`config.mk`:
```
export PLATFORM = sky130hd
export DESIGN_NAME = hsv_to_rgb_converter
export DESIGN_NICKNAME = d
export VERILOG_FILES = /design/src/rtl/core/hsvrgb_pkg.sv /design/src/rtl/core/hsv_to_rgb_converter.sv
export SDC_FILE = /design/constraint.sdc
export NUM_CORES = 1
export LEC_CHECK = 0
export ABC_AREA = 1
export BUFFER_PORTS_ARGS = -buffer_cell sky130_fd_sc_hd__buf_4
export CAP_MARGIN = 20
export CORE_UTILIZATION = 50
export CTS_CLUSTER_SIZE = 40
export DETAILED_ROUTE_END_ITERATION = 8
export GPL_TIMING_DRIVEN = 0
export MAX_ROUTING_LAYER = met4
export PLACE_DENSITY = 0.69
export SETUP_SLACK_MARGIN = 0.1
export SYNTH_ARGS = -nofsm -noshare
export SYNTH_HDL_FRONTEND = slang
export SYNTH_SLANG_ARGS = --single-unit
```
`constraint.sdc`:
```
create_clock -name i_clk -period 11 [get_ports i_clk]
set_clock_uncertainty 0.15 [all_clocks]
set_input_delay 0 -clock i_clk [delete_from_list [all_inputs] [get_ports i_clk]]
set_output_delay 0 -clock i_clk [all_outputs]
set_load 0.02 [all_outputs]
```
`src/rtl/core/hsvrgb_pkg.sv`:
```
// Package for the HSV to RGB converter: field widths, hue sector codes
// and the divide-by-full-scale helper. No dependencies.
`timescale 1ns / 1ps

package hsvrgb_pkg;

    // Field widths, fixed by the stream format
    localparam int HUE_W     = 15;
    localparam int CHAN_W    = 8;
    localparam int PROD_W    = 2 * CHAN_W;
    localparam int S_TDATA_W = 32;
    localparam int M_TDATA_W = 24;

    localparam logic [CHAN_W-1:0] CHAN_MAX = {CHAN_W{1'b1}};

    // Hue geometry, in whole degrees
    localparam int HUE_FRACTION_BITS_DEF = 6;
    localparam int HUE_INT_BITS          = 9;
    localparam int SECTOR_DEG            = 60;
    localparam int TURN_DEG              = 360;
    localparam int NUM_SECTORS           = 6;

    localparam int NUM_ST = 8;

    // Sector codes, named by largest then middle channel
    typedef logic [2:0] t_sector;
    localparam t_sector SEC_RED_GREEN  = 3'd0;
    localparam t_sector SEC_GREEN_RED  = 3'd1;
    localparam t_sector SEC_GREEN_BLUE = 3'd2;
    localparam t_sector SEC_BLUE_GREEN = 3'd3;
    localparam t_sector SEC_BLUE_RED   = 3'd4;
    localparam t_sector SEC_RED_BLUE   = 3'd5;

    // Exact floor(y / (2^CHAN_W - 1)) for y up to CHAN_MAX squared
    function automatic logic [CHAN_W-1:0] div_by_max(input logic [PROD_W-1:0] y);
        logic [PROD_W:0] t;
        t = {1'b0, y} + (PROD_W+1)'(y[PROD_W-1:CHAN_W]) + (PROD_W+1)'(1);
        return t[PROD_W-1:CHAN_W];
    endfunction

endpackage

```
`src/rtl/core/hsv_to_rgb_converter.sv`:
```
// HSV to RGB converter, top level: eight-stage pipeline with stream ports.
// Depends on hsvrgb_pkg.
`timescale 1ns / 1ps

// Converts one HSV pixel per item to 8-bit RGB. Input tdata carries hue in
// 1/2^HUE_FRACTION_BITS degree units, saturation and value as fractions of
// 255; output tdata carries red, green and blue, each the exact floor of the
// real result. Hue at or past a full turn is first masked to
// 9+HUE_FRACTION_BITS bits and then wrapped once by 360 degrees. The block
// takes one item every clock unless every slot is full and the output stalls;
// it is built of eight register stages (hue wrap, sector search and
// the two chroma products, ramp fold, ramp product, reciprocal multiply for
// the divide by 60, remainder, correction and sum, final divide by 255 and
// channel routing). Each stage holds only when the stage after it is full
// and stalled, so empty slots close up and the input stays ready while a
// result waits at the output, as long as a slot is free.
module hsv_to_rgb_converter
    import hsvrgb_pkg::*;
#(
    parameter int HUE_FRACTION_BITS = HUE_FRACTION_BITS_DEF
)(
    input  logic                 i_clk,
    input  logic                 i_rst_n,
    input  logic                 s_axis_tvalid,
    output logic                 s_axis_tready,
    // hue[14:0], saturation[22:15], brightness[30:23], zero pad[31]
    input  logic [S_TDATA_W-1:0] s_axis_tdata,
    output logic                 m_axis_tvalid,
    input  logic                 m_axis_tready,
    // red[7:0], green[15:8], blue[23:16]
    output logic [M_TDATA_W-1:0] m_axis_tdata
);

    localparam int SPAN   = SECTOR_DEG * (2 ** HUE_FRACTION_BITS);
    localparam int TURN   = TURN_DEG * (2 ** HUE_FRACTION_BITS);
    localparam int MASK_B = HUE_INT_BITS + HUE_FRACTION_BITS;
    localparam logic [HUE_W-1:0] HUE_MASK = (MASK_B >= HUE_W) ? {HUE_W{1'b1}} :
        HUE_W'((32'd1 << MASK_B) - 32'd1);
    localparam int PW = $clog2(2 * SPAN);            // folded hue position
    localparam int FW = $clog2(SPAN + 1);            // ramp, 0..SPAN
    localparam int XW = PROD_W + FW - HUE_FRACTION_BITS; // ramp product >> frac
    localparam int RW = XW - 5;                      // reciprocal of 60
    localparam longint RECIP = (64'd1 << XW) / SECTOR_DEG;
    localparam int REM_W = 7;                        // remainder < 120

    // Stage enables and valid bits
    logic [NUM_ST-1:0] r_vld;
    logic [NUM_ST-1:0] w_en;

    always_comb begin
        w_en[NUM_ST-1] = !r_vld[NUM_ST-1] || m_axis_tready;
        for (int k = NUM_ST - 2; k >= 0; k--) begin
            w_en[k] = !r_vld[k] || w_en[k+1];
        end
    end

    assign s_axis_tready = w_en[0];
    assign m_axis_tvalid = r_vld[NUM_ST-1];

    always_ff @(posedge i_clk) begin
        if (!i_rst_n) begin
            r_vld <= '0;
        end else begin
            if (w_en[0]) begin
                r_vld[0] <= s_axis_tvalid;
            end
            for (int k = 1; k < NUM_ST; k++) begin
                if (w_en[k]) begin
                    r_vld[k] <= r_vld[k-1];
                end
            end
        end
    end

    // Stage 1: mask and wrap hue
    logic [HUE_W-1:0]  w_hue_m;
    logic [HUE_W-1:0]  n1_hue;
    logic [HUE_W-1:0]  r1_hue;
    logic [CHAN_W-1:0] r1_s, r1_v;

    always_comb begin
        w_hue_m = s_axis_tdata[HUE_W-1:0] & HUE_MASK;
        if (32'(w_hue_m) >= 32'(TURN)) begin
            n1_hue = w_hue_m - HUE_W'(TURN);
        end else begin
            n1_hue = w_hue_m;
        end
    end

    always_ff @(posedge i_clk) begin
        if (w_en[0]) begin
            r1_hue <= n1_hue;
            r1_s   <= s_axis_tdata[HUE_W+CHAN_W-1:HUE_W];
            r1_v   <= s_axis_tdata[HUE_W+2*CHAN_W-1:HUE_W+CHAN_W];
        end
    end

    // Stage 2: sector search, position in the 120-degree span, chroma terms
    t_sector           n2_sector, r2_sector;
    logic [31:0]       w_base;
    logic [PW-1:0]     n2_p, r2_p;
    logic [PROD_W-1:0] r2_sv, r2_vc;
    logic [CHAN_W-1:0] r2_v;

    always_comb begin
        n2_sector = SEC_RED_GREEN;
        for (int k = 1; k < NUM_SECTORS; k++) begin
            if (32'(r1_hue) >= 32'(k * SPAN)) begin
                n2_sector = n2_sector + 3'd1;
            end
        end
        case (n2_sector) inside
            SEC_RED_GREEN, SEC_GREEN_RED:  w_base = 32'd0;
            SEC_GREEN_BLUE, SEC_BLUE_GREEN: w_base = 32'(2 * SPAN);
            default:                        w_base = 32'(4 * SPAN);
        endcase
        n2_p = PW'(32'(r1_hue) - w_base);
    end

    always_ff @(posedge i_clk) begin
        if (w_en[1]) begin
            r2_sector <= n2_sector;
            r2_p      <= n2_p;
            r2_sv     <= PROD_W'(r1_s) * PROD_W'(r1_v);
            r2_vc     <= PROD_W'(r1_v) * PROD_W'(CHAN_MAX - r1_s);
            r2_v      <= r1_v;
        end
    end

    // Stage 3: fold position into the ramp, smallest channel
    t_sector           r3_sector;
    logic [FW-1:0]     n3_f, r3_f;
    logic [PROD_W-1:0] r3_sv, r3_vc;
    logic [CHAN_W-1:0] r3_v, r3_lo;

    always_comb begin
        if (32'(r2_p) >= 32'(SPAN)) begin
            n3_f = FW'(32'(2 * SPAN) - 32'(r2_p));
        end else begin
            n3_f = FW'(r2_p);
        end
    end

    always_ff @(posedge i_clk) begin
        if (w_en[2]) begin
            r3_sector <= r2_sector;
            r3_f      <= n3_f;
            r3_sv     <= r2_sv;
            r3_vc     <= r2_vc;
            r3_v      <= r2_v;
            r3_lo     <= div_by_max(r2_vc);
        end
    end

    // Stage 4: ramp product, drop the hue fraction
    logic [PROD_W+FW-1:0] w_svf;
    t_sector              r4_sector;
    logic [XW-1:0]        r4_x;
    logic [PROD_W-1:0]    r4_vc;
    logic [CHAN_W-1:0]    r4_v, r4_lo;

    assign w_svf = (PROD_W+FW)'(r3_sv) * (PROD_W+FW)'(r3_f);

    always_ff @(posedge i_clk) begin
        if (w_en[3]) begin
            r4_sector <= r3_sector;
            r4_x      <= w_svf[PROD_W+FW-1:HUE_FRACTION_BITS];
            r4_vc     <= r3_vc;
            r4_v      <= r3_v;
            r4_lo     <= r3_lo;
        end
    end

    // Stage 5: quotient estimate by 60, low by at most one
    logic [XW+RW-1:0]  w_qprod;
    t_sector           r5_sector;
    logic [XW-1:0]     r5_x;
    logic [RW-1:0]     r5_q0;
    logic [PROD_W-1:0] r5_vc;
    logic [CHAN_W-1:0] r5_v, r5_lo;

    assign w_qprod = (XW+RW)'(r4_x) * (XW+RW)'(RECIP);

    always_ff @(posedge i_clk) begin
        if (w_en[4]) begin
            r5_sector <= r4_sector;
            r5_x      <= r4_x;
            r5_q0     <= w_qprod[XW+RW-1:XW];
            r5_vc     <= r4_vc;
            r5_v      <= r4_v;
            r5_lo     <= r4_lo;
        end
    end

    // Stage 6: remainder of the estimate
    logic [XW-1:0]     w_rem_full;
    t_sector           r6_sector;
    logic [RW-1:0]     r6_q0;
    logic [REM_W-1:0]  r6_rem;
    logic [PROD_W-1:0] r6_vc;
    logic [CHAN_W-1:0] r6_v, r6_lo;

    assign w_rem_full = r5_x - XW'(r5_q0) * XW'(SECTOR_DEG);

    always_ff @(posedge i_clk) begin
        if (w_en[5]) begin
            r6_sector <= r5_sector;
            r6_q0     <= r5_q0;
            r6_rem    <= w_rem_full[REM_W-1:0];
            r6_vc     <= r5_vc;
            r6_v      <= r5_v;
            r6_lo     <= r5_lo;
        end
    end

    // Stage 7: correct the quotient, add the offset term
    logic [PROD_W:0]   w_ysum;
    t_sector           r7_sector;
    logic [PROD_W-1:0] r7_y;
    logic [CHAN_W-1:0] r7_v, r7_lo;

    assign w_ysum = {1'b0, r6_vc} + (PROD_W+1)'(r6_q0)
                  + (PROD_W+1)'(r6_rem >= REM_W'(SECTOR_DEG));

    always_ff @(posedge i_clk) begin
        if (w_en[6]) begin
            r7_sector <= r6_sector;
            r7_y      <= w_ysum[PROD_W-1:0];
            r7_v      <= r6_v;
            r7_lo     <= r6_lo;
        end
    end

    // Stage 8: middle channel, route (hi, mid, lo) by sector
    logic [CHAN_W-1:0] w_mid;
    logic [CHAN_W-1:0] n8_r, n8_g, n8_b;
    logic [CHAN_W-1:0] r8_r, r8_g, r8_b;

    always_comb begin
        w_mid = div_by_max(r7_y);
        case (r7_sector)
            SEC_RED_GREEN:  begin n8_r = r7_v;  n8_g = w_mid; n8_b = r7_lo; end
            SEC_GREEN_RED:  begin n8_r = w_mid; n8_g = r7_v;  n8_b = r7_lo; end
            SEC_GREEN_BLUE: begin n8_r = r7_lo; n8_g = r7_v;  n8_b = w_mid; end
            SEC_BLUE_GREEN: begin n8_r = r7_lo; n8_g = w_mid; n8_b = r7_v;  end
            SEC_BLUE_RED:   begin n8_r = w_mid; n8_g = r7_lo; n8_b = r7_v;  end
            default:        begin n8_r = r7_v;  n8_g = r7_lo; n8_b = w_mid; end
        endcase
    end

    always_ff @(posedge i_clk) begin
        if (w_en[7]) begin
            r8_r <= n8_r;
            r8_g <= n8_g;
            r8_b <= n8_b;
        end
    end

    assign m_axis_tdata = {r8_b, r8_g, r8_r};

`ifndef NO_ASSERTIONS
    // Sector search never runs past the last sector
    a_sector_range: assert property (@(posedge i_clk) disable iff (!i_rst_n)
        r_vld[1] |-> (r2_sector <= SEC_RED_BLUE))
        else $error("hue sector out of range");

    // Folded ramp stays within one sector span
    a_ramp_range: assert property (@(posedge i_clk) disable iff (!i_rst_n)
        r_vld[2] |-> (32'(r3_f) <= 32'(SPAN)))
        else $error("hue ramp above sector span");

    // Reciprocal estimate is off by at most one step
    a_rem_range: assert property (@(posedge i_clk) disable iff (!i_rst_n)
        r_vld[5] |-> (r6_rem < REM_W'(2 * SECTOR_DEG)))
        else $error("divide by 60 needs more than one correction");

    // Middle-channel numerator never exceeds brightness at full scale
    a_mid_bound: assert property (@(posedge i_clk) disable iff (!i_rst_n)
        r_vld[6] |-> (r7_y <= PROD_W'(r7_v) * PROD_W'(CHAN_MAX)))
        else $error("middle channel above brightness");

    // Input holds off only when every slot is full and the output stalls
    a_stall_cause: assert property (@(posedge i_clk) disable iff (!i_rst_n)
        !s_axis_tready |-> (m_axis_tvalid && !m_axis_tready && (&r_vld)))
        else $error("input stalled with a free slot");
`endif

endmodule
```
==> results.sh <==
export IMPL_wl_per_cell_um=15.99
export IMPL_synth_top_family_by_area="adder cells"
export IMPL_grt_use_total=0.2266
export IMPL_row_count=88
export IMPL_syn_area_sq_um=29120
export IMPL_die_y_um=243.3
export IMPL_routed_wl_mm=63.17
export IMPL_via_per_inst=5.118
export IMPL_drc=1
export IMPL_vias=20220
export IMPL_synth_ff_type="edfxtp_1"
export IMPL_cts_resized_gates=0
export IMPL_cts_buffers=40
export IMPL_clockBufferDepth=3
export IMPL_clockRootBuffer="clkbuf_16"
export IMPL_first_global_vias=21190
export IMPL_criticalPathCategory="flop to flop"
export IMPL_synth_top_area_frac=0.3898
export IMPL_syn_inst=2990
export IMPL_dpl_cell_count=3819
export IMPL_dp_worst_setup_slack_ns=4.810
export IMPL_area_growth_pct=12.02
export IMPL_crit_path_end_kind="flop"
export IMPL_synth_simple_gate_area_frac=0.1455
export IMPL_crit_required_ns=11.15
export IMPL_dpl_hpwl_mm=50.34
export IMPL_crit_arrival_ns=6.31
export IMPL_async_reset_ff_frac=0
export IMPL_hold_viol=0
export IMPL_drive_above_1_share=0.04896
export IMPL_syn_area_per_cell_sq_um=9.738
export IMPL_routabilityCongestion=0.9041
export IMPL_finalNonFillerCells=3951
export IMPL_synthTopCellsByCount="nand2_1, inv_1, edfxtp_1"
export IMPL_min_from="s_axis_tdata[1]"
export IMPL_synthAdderAreaFrac=0.2956
export IMPL_critPathSlowestCell="fa_1"
export IMPL_synth_area_mux_share=0
export IMPL_worstPathMaxFanout=10
export IMPL_crit_path_max_incr_delay_ns=0.57
export IMPL_fin_nets=3732
export IMPL_ant_nets=0
export IMPL_slew_headroom=0.3477
export IMPL_n_antenna_cell=0
export IMPL_synth_compound_area_frac=0.04873
export IMPL_startpoint="r3_f[7]$_DFFE_PP_"
export IMPL_synth_xor_area_frac=0.02406
export IMPL_setup_slack_ns=4.835
export IMPL_ios=62
export IMPL_period_share=0.5605
export IMPL_drtPass1Iterations=8
export IMPL_worstReg2RegStart="r3_f[7]$_DFFE_PP_"
export IMPL_clkSlewWorstSetupHoldPaths_ns=0.06
export IMPL_syn_num_nets=3565
export IMPL_ys_seq_elements=386
export IMPL_grt_first_pass_wirelength_mm=104.4
export IMPL_worstHoldPathType="input port to flop"
export IMPL_grt_max_degree=66
export IMPL_clock_sinks=386
export IMPL_final_setup_viol_count=0
export IMPL_overflow=0
export IMPL_cts_tree="built"
export IMPL_fin_util=0.5664
export IMPL_worst_pin_slew_ns=0.9750
export IMPL_synth_area_top_cells="edfxtp_1, fa_1, ha_1"
export IMPL_clock_latency_ns=0.57
export IMPL_core_area_sq_um=57590
export IMPL_tns_ns=0
export IMPL_h_tree_depth=2
export IMPL_grt_setup_unrepaired="no"
export IMPL_die_w_um=243.3
export IMPL_fin_crit_ns=6.165
export IMPL_final_max_slew_viol_count=0
export IMPL_antenna_found_initial=0
export IMPL_yosysWarnings=0
export IMPL_start_util=0.5056
export IMPL_drt_iter0_drc=1309
export IMPL_synth_edf_count=378
export IMPL_synth_area_leader_cell="edfxtp_1"
export IMPL_synth_seq_area_share=0.3953
export IMPL_max_cap_viol_count=0
export IMPL_die_area_sq_um=59200
export IMPL_clock_fmax_mhz=162.2
export IMPL_outcome="finished, violations left"
export IMPL_failed_checks="DRC"
export IMPL_yosysMostFrequentCell="nand2_1"
export IMPL_startpoint_type="flop"
export IMPL_ys_types=45
export IMPL_crit_chain="clkbuf_1 -> clkbuf_1 -> nand2_1 -> inv_1 -> fa_1 -> inv_1 -> fa_1 -> inv_1 -> fa_1 -> fa_1 -> inv_1 -> fa_1 -> inv_1 -> ha_1 -> a21oi_1 -> a21boi_0 -> o21ai_0 -> a21oi_1 -> nand2_1 -> nand2_1 -> nand2_1"
export IMPL_io_buffers=60
-- layer usage --
layer | vias to the layer above | track usage | share of wire
li1 | 9854 | - | -
met5 | - | - | 0
met1 | 9737 | 0.2834 | 0.44
met4 | 0 | 0.07048 | 0.027
met2 | 513 | 0.3836 | 0.49
met3 | 119 | 0.02809 | 0.044
-- flip-flops by register name, indices dropped and copies added, names as in the netlist, 12 cells and up --
signal / cells
r5_vc: 16
r7_y: 16
r4_vc: 16
r6_q0: 16
r6_vc: 16
r3_sv: 16
r4_x: 22
r3_f: 12
r2_vc: 16
r1_hue: 15
r2_p: 13
r2_sv: 16
r5_q0: 16
r3_vc: 16
-- cell families (layout without fill, tap and decap cells) --
| kind of cell | Yosys count | in the layout |
|---|---|---|
| simple gates | 1034 | 1034 |
| buf+inv | 704 | 900 |
| fa+ha+maj | 539 | 539 |
| flops | 386 | 386 |
| compound gates | 247 | 247 |
| xor+xnor | 80 | 80 |
-- timing repair --
item | CTS | global route
endpoints found under the hold margin | 39 | 0
hold buffers | 61 | 0
buffers inserted | 0 | 0
endpoints found under the setup margin | 0 | 0
-- final timing paths --
path,slack (ns),end,cells past startpoint
setup / recovery,4.83,r4_x[21]$_DFFE_PP_,21
hold / removal,0.02,r1_hue[1]$_DFFE_PP_,2
setup reg to reg,4.83,r4_x[21]$_DFFE_PP_,21
hold reg to reg,0.25,r6_vc[8]$_DFFE_PP_,0
-- critical path, delay by kind of cell (launching register included) --
family                     cells  cell delay (ns)
DFF                            1             0.32
AOI/OAI and AO/OA              4             1.07
buffers and inverters          7             1.34
adders and majority gates      6             2.75
and+or+nand+nor                4             0.28
-- per-stage QoR --
| step | area, sq um | hold slack [ns] |
|---|---|---|
| 2_1_floorplan | 29120 | -0.05113 |
| 3_3_place_gp | 30520 | 0.02922 |
| 3_5_place_dp | 30610 | 0.02924 |
| 4_1_cts | 32620 | 0.0001118 |
| 5_1_grt | 32620 | 0.01153 |
| 6_report | 32620 | 0.01826 |
-- final cells by class --
class,instances,area (sq um)
buffer,59,224.0
sequential,386,11510
multi-input combinational,1900,14970
tap,765,957.2
clock buffer,46,1023
clock inverter,25,370.4
inverter,645,2421
fill,4899,24970
timing repair buffer,125,1141
-- cells in the final DEF (no fill, tap or decap), drive strengths merged, types with 2 or more instances in the layout --
cell and instances:
buf 67, o21a 6, nand4 11, clkbuf 102, a21o 14, xnor2 30, xor2 50, clkinv 13
nand3 136, ha 291, o31ai 4, fa 248, o211ai 9, bufinv 7, inv 649, o21ai 64
nand3b 5, a22oi 6, nor2 180, dfxtp 8, dlygate4sd3 61, o22ai 6, nor4 3, and2 2
or2 3, a21boi 6, nor3 28, a31oi 7, edfxtp 378, o21bai 14, nand2 665, a21oi 108
Power is not shown: default switching activity piles up to over one toggle a cycle in this logic, so the estimate is an artifact.
